**config.mk**
```make
export PLATFORM = sky130hd
export DESIGN_NAME = mag_hard_iron_calibration
export DESIGN_NICKNAME = d
export VERILOG_FILES = /design/src/rtl/mhic_pkg.sv /design/src/rtl/mhic_axis_lane.sv /design/src/rtl/mhic_pct_div.sv /design/src/rtl/mag_hard_iron_calibration.sv
export SDC_FILE = /design/constraint.sdc
export NUM_CORES = 1
export LEC_CHECK = 0
export BUFFER_PORTS_ARGS = -buffer_cell sky130_fd_sc_hd__buf_2
export CAP_MARGIN = 25
export CORE_ASPECT_RATIO = 1.5
export CORE_MARGIN = 2
export CORE_UTILIZATION = 35
export CTS_CLUSTER_SIZE = 8
export DETAILED_ROUTE_END_ITERATION = 8
export SLEW_MARGIN = 20
export SYNTH_ARGS = -nofsm -noshare
export SYNTH_HDL_FRONTEND = slang
export SYNTH_SLANG_ARGS = --single-unit
```
**constraint.sdc**
```tcl
create_clock -name clk_i -period 7.35 [get_ports clk_i]
set_input_delay 0.3675 -clock clk_i [delete_from_list [all_inputs] [get_ports clk_i]]
set_output_delay 0.3675 -clock clk_i [all_outputs]
set_load 0.02 [all_outputs]
```
**src/rtl/mhic_pkg.sv**
```systemverilog
`default_nettype none

package mhic_pkg;

  localparam int SAMPLE_BITS = 16;
  localparam int TS_W        = 32;
  localparam int DUR_W       = 16;
  localparam int PCT_W       = 7;
  localparam int MS_PER_S    = 1000;
  localparam int PCT_FULL    = 100;
  localparam int APB_AW      = 3;
  localparam int APB_DW      = 32;

  // register byte addresses, bit 2 upwards selects the register
  localparam logic [APB_AW-1:0] REG_CAL_DURATION = 3'h0;

  typedef enum logic [1:0] {
    OP_SAMPLE = 2'd0,
    OP_START  = 2'd1,
    OP_STOP   = 2'd2
  } op_e;

  typedef struct packed {
    logic clear;
    logic fold;
    logic commit;
  } lane_ctrl_t;

endpackage

`default_nettype wire

```
**src/rtl/mhic_axis_lane.sv**
```systemverilog
`default_nettype none

module mhic_axis_lane #(
  parameter int SAMPLE_BITS = mhic_pkg::SAMPLE_BITS
) (
  input  wire                          clk_i,
  input  wire                          rst_ni,
  input  wire mhic_pkg::lane_ctrl_t    ctrl_i,
  input  wire                          is_sample_i,
  input  wire signed [SAMPLE_BITS-1:0] sample_i,
  output logic signed [SAMPLE_BITS:0]  corrected_o
);

  localparam logic signed [SAMPLE_BITS-1:0] MinInit = {1'b0, {(SAMPLE_BITS-1){1'b1}}};
  localparam logic signed [SAMPLE_BITS-1:0] MaxInit = {1'b1, {(SAMPLE_BITS-1){1'b0}}};

  logic signed [SAMPLE_BITS-1:0] min_q, max_q, offset_q;
  logic signed [SAMPLE_BITS:0]   sum;
  logic signed [SAMPLE_BITS:0]   sample_ext, offset_ext;

  // floor((max+min)/2) is the arithmetic shift of the widened sum
  assign sum        = {max_q[SAMPLE_BITS-1], max_q} + {min_q[SAMPLE_BITS-1], min_q};
  assign sample_ext = {sample_i[SAMPLE_BITS-1], sample_i};
  assign offset_ext = {offset_q[SAMPLE_BITS-1], offset_q};

  always_ff @(posedge clk_i or negedge rst_ni) begin
    if (!rst_ni) begin
      min_q    <= MinInit;
      max_q    <= MaxInit;
      offset_q <= '0;
    end else begin
      if (ctrl_i.clear) begin
        min_q <= MinInit;
        max_q <= MaxInit;
      end else if (ctrl_i.fold) begin
        if (sample_i < min_q) begin
          min_q <= sample_i;
        end
        if (sample_i > max_q) begin
          max_q <= sample_i;
        end
      end
      if (ctrl_i.commit) begin
        offset_q <= sum[SAMPLE_BITS:1];
      end
    end
  end

  assign corrected_o = is_sample_i ? sample_ext - offset_ext : '0;

endmodule

`default_nettype wire

```
**src/rtl/mhic_pct_div.sv**
```systemverilog
`default_nettype none

// Restoring divider for a quotient known to fit in PCT_W bits; one bit a cycle.
module mhic_pct_div (
  input  wire                                         clk_i,
  input  wire                                         rst_ni,
  input  wire                                         start_i,
  input  wire  [mhic_pkg::TS_W+mhic_pkg::PCT_W-1:0]   num_i,
  input  wire  [mhic_pkg::TS_W-1:0]                   den_i,
  output logic                                        done_o,
  output logic [mhic_pkg::PCT_W-1:0]                  quot_o
);

  localparam int QW   = mhic_pkg::PCT_W;
  localparam int NumW = mhic_pkg::TS_W + QW;
  localparam int DenW = NumW - 1;
  localparam int CntW = $clog2(QW);
  localparam logic [CntW-1:0] LastStep = CntW'(QW - 1);

  logic [NumW-1:0] rem_q;
  logic [DenW-1:0] den_q;
  logic [QW-1:0]   quot_q;
  logic [CntW-1:0] cnt_q;
  logic            busy_q;
  logic            ge;

  assign ge = rem_q >= {1'b0, den_q};

  always_ff @(posedge clk_i or negedge rst_ni) begin
    if (!rst_ni) begin
      busy_q <= 1'b0;
      done_o <= 1'b0;
      cnt_q  <= '0;
    end else begin
      done_o <= 1'b0;
      if (start_i) begin
        busy_q <= 1'b1;
        cnt_q  <= '0;
      end else if (busy_q) begin
        cnt_q <= cnt_q + 1'b1;
        if (cnt_q == LastStep) begin
          busy_q <= 1'b0;
          done_o <= 1'b1;
        end
      end
    end
  end

  always_ff @(posedge clk_i) begin
    if (start_i) begin
      rem_q  <= num_i;
      den_q  <= {den_i, {(QW-1){1'b0}}};
      quot_q <= '0;
    end else if (busy_q) begin
      if (ge) begin
        rem_q <= rem_q - {1'b0, den_q};
      end
      den_q  <= den_q >> 1;
      quot_q <= {quot_q[QW-2:0], ge};
    end
  end

  assign quot_o = quot_q;

endmodule

`default_nettype wire

```
**src/rtl/mag_hard_iron_calibration.sv**
```systemverilog
`default_nettype none

// Hard-iron calibration of a three-axis magnetometer by per-axis min/max tracking.
// Input stream: tuser carries the operation (sample, start, stop), tdata the three
// raw axis counts and a millisecond timestamp. Each input transaction yields exactly
// one output transaction: the corrected axes, the window progress in percent, and in
// tuser the calibrating flag and a strobe marking that new offsets were stored.
// The three axes run in parallel lanes; a merge stage packs their results with the
// progress figure into the output register.
// After acceptance an item passes S_UPD and S_COMMIT, then S_DIV with the 7-step
// progress divider when a division is needed (not idle, window not yet elapsed),
// and S_OUT, which loads the output register. One item is processed at a time: no
// new item is accepted until the previous one has been loaded into that register.
// A new item may be accepted while the previous result still waits in the output
// register; if the receiver stalls, the block holds its finished result and waits
// before loading the output register again.
// Reset clears the window, loads the extremes with their limits, zeroes the offsets
// and sets cal_duration_s to 1. cal_duration_s sits at APB byte address 0.
module mag_hard_iron_calibration #(
  parameter int SAMPLE_BITS = mhic_pkg::SAMPLE_BITS
) (
  input  wire                                    clk_i,
  input  wire                                    rst_ni,
  // APB configuration
  input  wire                                    psel,
  input  wire                                    penable,
  input  wire                                    pwrite,
  input  wire  [mhic_pkg::APB_AW-1:0]            paddr,
  input  wire  [mhic_pkg::APB_DW-1:0]            pwdata,
  output logic [mhic_pkg::APB_DW-1:0]            prdata,
  output logic                                   pready,
  // input stream
  input  wire                                    s_axis_tvalid,
  output logic                                   s_axis_tready,
  // mag_x, mag_y, mag_z, now_ms
  input  wire  [((3*SAMPLE_BITS+mhic_pkg::TS_W+7)/8)*8-1:0] s_axis_tdata,
  // operation
  input  wire  [1:0]                             s_axis_tuser,
  // output stream
  output logic                                   m_axis_tvalid,
  input  wire                                    m_axis_tready,
  // corrected_x, corrected_y, corrected_z, progress_pct
  output logic [((3*(SAMPLE_BITS+1)+mhic_pkg::PCT_W+7)/8)*8-1:0] m_axis_tdata,
  // calibrating, offsets_committed
  output logic [1:0]                             m_axis_tuser
);

  localparam int TsW  = mhic_pkg::TS_W;
  localparam int DurW = mhic_pkg::DUR_W;
  localparam int PctW = mhic_pkg::PCT_W;
  localparam int NumW = TsW + PctW;
  localparam int OutW = ((3*(SAMPLE_BITS+1)+PctW+7)/8)*8;
  localparam int CorW = SAMPLE_BITS + 1;
  localparam logic [PctW-1:0] PctFull = PctW'(mhic_pkg::PCT_FULL);

  typedef enum logic [2:0] {
    S_IDLE,
    S_UPD,
    S_COMMIT,
    S_DIV,
    S_OUT
  } state_e;

  state_e                  state_q;
  mhic_pkg::op_e           op_q;
  logic [SAMPLE_BITS-1:0]  mag_q [3];
  logic [TsW-1:0]          now_q;
  logic [TsW-1:0]          start_q;
  logic [TsW-1:0]          len_q;
  logic [TsW-1:0]          elapsed_q;
  logic [DurW-1:0]         dur_q;
  logic                    active_q;
  logic                    seen_q;
  logic                    commit_q;
  logic [PctW-1:0]         pct_q;
  logic                    out_valid_q;
  logic [OutW-1:0]         out_data_q;
  logic [1:0]              out_user_q;

  logic                    in_accept;
  logic                    cfg_write;
  logic                    out_free;
  logic [TsW-1:0]          elapsed;
  logic [DurW-1:0]         dur_eff;
  logic [TsW-1:0]          len_new;
  logic                    div_start;
  logic                    div_done;
  logic [PctW-1:0]         div_quot;
  logic [NumW-1:0]         div_num;
  logic                    is_sample;
  mhic_pkg::lane_ctrl_t    lane_ctrl;
  logic [CorW-1:0]         corrected [3];
  logic [OutW-1:0]         out_data;

  // ---------------- configuration ----------------
  assign pready    = 1'b1;
  assign cfg_write = psel && penable && pwrite;

  always_comb begin
    prdata = '0;
    if (paddr[mhic_pkg::APB_AW-1:2] == mhic_pkg::REG_CAL_DURATION[mhic_pkg::APB_AW-1:2]) begin
      prdata[DurW-1:0] = dur_q;
    end
  end

  always_ff @(posedge clk_i or negedge rst_ni) begin
    if (!rst_ni) begin
      dur_q <= DurW'(1);
    end else if (cfg_write &&
                 paddr[mhic_pkg::APB_AW-1:2] ==
                 mhic_pkg::REG_CAL_DURATION[mhic_pkg::APB_AW-1:2]) begin
      dur_q <= pwdata[DurW-1:0];
    end
  end

  // ---------------- control ----------------
  assign s_axis_tready = (state_q == S_IDLE);
  assign in_accept     = s_axis_tvalid && s_axis_tready;
  assign out_free      = !out_valid_q || m_axis_tready;

  assign elapsed  = now_q - start_q;
  assign dur_eff  = (dur_q == '0) ? DurW'(1) : dur_q;
  assign len_new  = TsW'(dur_eff) * TsW'(mhic_pkg::MS_PER_S);
  assign div_num  = NumW'(elapsed_q) * NumW'(mhic_pkg::PCT_FULL);
  assign div_start = (state_q == S_COMMIT) && active_q && (elapsed_q < len_q);

  assign is_sample        = (op_q == mhic_pkg::OP_SAMPLE);
  assign lane_ctrl.clear  = (state_q == S_UPD) && (op_q == mhic_pkg::OP_START);
  assign lane_ctrl.fold   = (state_q == S_UPD) && is_sample && active_q;
  assign lane_ctrl.commit = (state_q == S_COMMIT) && commit_q;

  always_ff @(posedge clk_i or negedge rst_ni) begin
    if (!rst_ni) begin
      state_q     <= S_IDLE;
      active_q    <= 1'b0;
      seen_q      <= 1'b0;
      commit_q    <= 1'b0;
      start_q     <= '0;
      len_q       <= '0;
      out_valid_q <= 1'b0;
      out_data_q  <= '0;
      out_user_q  <= '0;
    end else begin
      // in S_OUT the load below decides the valid flag
      if (out_valid_q && m_axis_tready && (state_q != S_OUT)) begin
        out_valid_q <= 1'b0;
      end
      case (state_q)
        S_IDLE: begin
          if (in_accept) begin
            commit_q <= 1'b0;
            state_q  <= S_UPD;
          end
        end
        S_UPD: begin
          case (op_q)
            mhic_pkg::OP_SAMPLE: begin
              if (active_q) begin
                seen_q <= 1'b1;
                if (elapsed >= len_q) begin
                  active_q <= 1'b0;
                  commit_q <= 1'b1;
                end
              end
            end
            mhic_pkg::OP_START: begin
              active_q <= 1'b1;
              start_q  <= now_q;
              len_q    <= len_new;
              seen_q   <= 1'b0;
            end
            mhic_pkg::OP_STOP: begin
              if (active_q) begin
                active_q <= 1'b0;
                commit_q <= seen_q;
              end
            end
            default: begin
            end
          endcase
          state_q <= S_COMMIT;
        end
        S_COMMIT: begin
          // the window state is final here; pick the progress figure
          if (div_start) begin
            state_q <= S_DIV;
          end else begin
            state_q <= S_OUT;
          end
        end
        S_DIV: begin
          if (div_done) begin
            state_q <= S_OUT;
          end
        end
        S_OUT: begin
          if (out_free) begin
            out_valid_q <= 1'b1;
            out_data_q  <= out_data;
            out_user_q  <= {commit_q, active_q};
            state_q     <= S_IDLE;
          end
        end
        default: begin
          state_q <= S_IDLE;
        end
      endcase
    end
  end

  // payload registers
  always_ff @(posedge clk_i) begin
    if (in_accept) begin
      op_q     <= mhic_pkg::op_e'(s_axis_tuser);
      mag_q[0] <= s_axis_tdata[0*SAMPLE_BITS +: SAMPLE_BITS];
      mag_q[1] <= s_axis_tdata[1*SAMPLE_BITS +: SAMPLE_BITS];
      mag_q[2] <= s_axis_tdata[2*SAMPLE_BITS +: SAMPLE_BITS];
      now_q    <= s_axis_tdata[3*SAMPLE_BITS +: TsW];
    end
    if (state_q == S_UPD) begin
      elapsed_q <= (op_q == mhic_pkg::OP_START) ? '0 : elapsed;
    end
    if (state_q == S_COMMIT) begin
      pct_q <= active_q ? PctFull : '0;
    end else if (state_q == S_DIV && div_done) begin
      pct_q <= div_quot;
    end
  end

  // ---------------- axis lanes ----------------
  for (genvar a = 0; a < 3; a++) begin : g_lane
    mhic_axis_lane #(
      .SAMPLE_BITS(SAMPLE_BITS)
    ) u_lane (
      .clk_i       (clk_i),
      .rst_ni      (rst_ni),
      .ctrl_i      (lane_ctrl),
      .is_sample_i (is_sample),
      .sample_i    (mag_q[a]),
      .corrected_o (corrected[a])
    );
  end

  mhic_pct_div u_div (
    .clk_i   (clk_i),
    .rst_ni  (rst_ni),
    .start_i (div_start),
    .num_i   (div_num),
    .den_i   (len_q),
    .done_o  (div_done),
    .quot_o  (div_quot)
  );

  // ---------------- merge ----------------
  always_comb begin
    out_data = '0;
    out_data[0*CorW +: CorW] = corrected[0];
    out_data[1*CorW +: CorW] = corrected[1];
    out_data[2*CorW +: CorW] = corrected[2];
    out_data[3*CorW +: PctW] = pct_q;
  end

  assign m_axis_tvalid = out_valid_q;
  assign m_axis_tdata  = out_data_q;
  assign m_axis_tuser  = out_user_q;

endmodule

`default_nettype wire

```
==> impl_metrics.yaml <==
critical_path:
  r2r_slack_ns: 0.89
  crit_type: "flip-flop to flip-flop"
  crit_fanout: 14
  endpoint_kind: "flip-flop"
  arrival_ns: 6.94
  cp-start-kind: "flip-flop"
  cp-startpoint: "dur_q[14]$_DFFE_PN0P_"
  reg2reg_depth: 22
  r2r_start: "dur_q[14]$_DFFE_PN0P_"
  r2r_end: "len_q[24]$_DFFE_PN0P_"
  worstPathRequired_ns: 7.82
cells_and_area:
  syn_to_final_growth_pct: 15.34
  finalNetCount: 4657
  seq_area_um2: 13070
  utilization_pct: 40.64
  drive_gt1_share_pct: 9.856
  multiInputGateArea_um2: 19750
  fill_cells: 9917
die:
  core_area_um2: 99850
  initial_core_util_pct: 35.24
  fp.dieArea_um2: 103100
  dieWidth_um: 262.9
  io-pin-count: 225
  die_h_um: 392.3
  rows: 142
timing:
  period_share_pct: 87.94
  fin_tns_setup_ns: 0
  timing.fmax_mhz: 154.7
  fin_skew_ns: 0.05401
  period_needed_ns: 6.463
  tightest_slew_ns: 1.072
  max_slew_margin_pct: 28.54
  rsz0062_at_grt: "no"
  hold_ws_ns: 0.03502
  finalHoldViolations: 0
  finalMaxSlewViolations: 0
  finalSetupViolCount: 0
  setup_slack_ns: 0.8867
logic_synthesis:
  netlist_area_um2: 35180
  yosys.area.top_type: "dfrtp_1"
  ys_top_cells_by_count: "inv_1 (511), ha_1 (465), nand2_1 (318)"
  ys.flop_type: "dfrtp_1"
  async_flop_share_pct: 59.05
  netlist_instances: 3711
  synth_top_area_share_pct: 16.93
  ys_types: 89
  ys_ff_latch: 486
  seq_area_frac_synth_pct: 37.14
  synthTopCellsByArea: "dfrtp_1 (17%), ha_1 (17%), edfxtp_1 (16%)"
  synth_edf_count: 184
  yosysMostFrequentCell: "inv_1"
  ys_warn_count: 0
  synth.avg_cell_area_um2: 9.481
clocking:
  cts.clk_slew.worst_paths_ns: 0.06
  clock-sinks: 486
  numCtsBuffers: 70
  cts_tree: "yes"
  cts_root_buffer: "clkbuf_16"
  cts_hold_buf: 98
  h-tree-depth: 3
  cts_setup_buffers: 0
  cts_resized: 0
  clk_path_buf_depth: 3
  clock_latency_ns: 0.67
routing:
  viasPerCell: 5.111
  routed_wl_um: 95850
  dr.pass1.iters: 5
  drt_iter0_markers: 1272
  drcViolationCount: 0
  wl_per_cell_um: 17.97
  antenna_left: 0
  route.vias.total: 27270
grt:
  grt_pass1_vias: 28100
  grt_start_max_net_pins: 131
  grt_pass1_wl_um: 152600
  grt_use_total_pct: 18.80
  grt_overflow: 0
  antenna_found_initial: 2
hold_path:
  hold_class: "primary input to flip-flop"
  min_to: "dur_q[2]$_DFFE_PN0P_"
  hold_depth: 2
  hp-start: "pwdata[2]"
placed_design:
  portBuffers: 183
  post-place-ws_ns: 0.8437
  place_hpwl_um: 72170
  gp_congestion: 0.8590
outcome:
  status: "completed"
flow_run:
  drv_cap: 0
registers in the layout, indices dropped and copies added (netlist names), 2 cells and up:
name,count
now_q,32
elapsed_q,32
start_q,32
len_q,23
u_div.cnt_q,3
u_div.den_q,32
dur_q,16
u_div.rem_q,39
pct_q,7
g_lane.u_lane.max_q,48
mag_q,48
g_lane.u_lane.min_q,48
state_q,3
m_axis_tdata,58
m_axis_tuser,2
op_q,2
g_lane.u_lane.offset_q,48
u_div.quot_o,7
cell type report:
class	instances	share of cell area [%]
diodes	1	0.006167
clock buffers	122	4.798
clock inverters	7	0.3484
inverters	513	4.745
multi-input cells	2603	48.66
flip-flops and latches	486	32.20
well taps	1296	3.996
repair buffers	307	5.242
worst max-delay path, stage by stage, from the launching register on:
cell	delay (ns)
dfrtp_1	0.40
inv_1	0.13
ha_1	0.18
and4_1	0.19
nand4_1	0.14
or3_1	0.55
nand2_1	0.25
inv_1	0.11
ha_1	0.32
fa_1	0.56
fa_1	0.45
fa_1	0.47
ha_1	0.36
a21oi_1	0.23
o21bai_1	0.12
a31oi_1	0.25
o21ai_0	0.15
o41ai_1	0.61
o211a_1	0.31
nand2_1	0.07
a31o_2	0.24
xnor2_1	0.11
o21ai_0	0.08
cells by family (layout without fill, tap and decap cells):
logic type / count (synthesis) / count (layout) / synth area share (%)
AOI/OAI and AO/OA: 822 / 822 / 14.73
xor gates and xnor gates: 171 / 171 / 4.257
adders and majority gates: 552 / 552 / 21.49
buffers and inverters: 643 / 949 / 7.127
DFF: 486 / 486 / 37.14
muxes: 80 / 80 / 2.340
other: 2 / 24 / 0.02135
and+or+nand+nor: 955 / 955 / 12.90
cell usage in the layout, fill, tap and decap left out, types with 59 or more instances in the layout:
| master | count |
|---|---|
| xor2_1 | 79 |
| xnor2_1 | 92 |
| buf_2 | 182 |
| clkbuf_16 | 70 |
| nor2_1 | 194 |
| dlygate4sd3_1 | 98 |
| nand3_1 | 146 |
| fa_1 | 87 |
| mux2i_1 | 62 |
| edfxtp_1 | 184 |
| o21ai_0 | 290 |
| dfrtp_1 | 238 |
| a21oi_1 | 153 |
| inv_1 | 511 |
| nor3_1 | 59 |
| nand2_1 | 316 |
| a21o_1 | 115 |
| ha_1 | 465 |
worst max-delay path by stage:
stage | to | cells after the start
finish | len_q[24]$_DFFE_PN0P_ | 22
global route | len_q[24]$_DFFE_PN0P_ | 22
CTS | len_q[24]$_DFFE_PN0P_ | 22
detailed placement | len_q[24]$_DFFE_PN0P_ | 22
global placement | len_q[25]$_DFFE_PN0P_ | 22
floorplan | len_q[24]$_DFFE_PN0P_ | 22
stage by stage:
stage / cell area, µm² / cells
after global placement: 37490 / 5106
after floorplan: 35260 / 3732
after detailed placement: 37490 / 5106
final: 40580 / 5335
after global routing: 40580 / 5335
after CTS: 40560 / 5333
per-layer routing:
metal | up-vias | GRT usage (%) | share of wire, %
met5 | - | 0 | 0
li1 | 13370 | - | -
met1 | 13260 | 19.91 | 38
met2 | 481 | 37.21 | 55
met3 | 160 | 2.135 | 3.1
met4 | 0 | 8.042 | 3.6
Power is not shown: default switching activity piles up to over one toggle a cycle in this logic, so the estimate is an artifact.
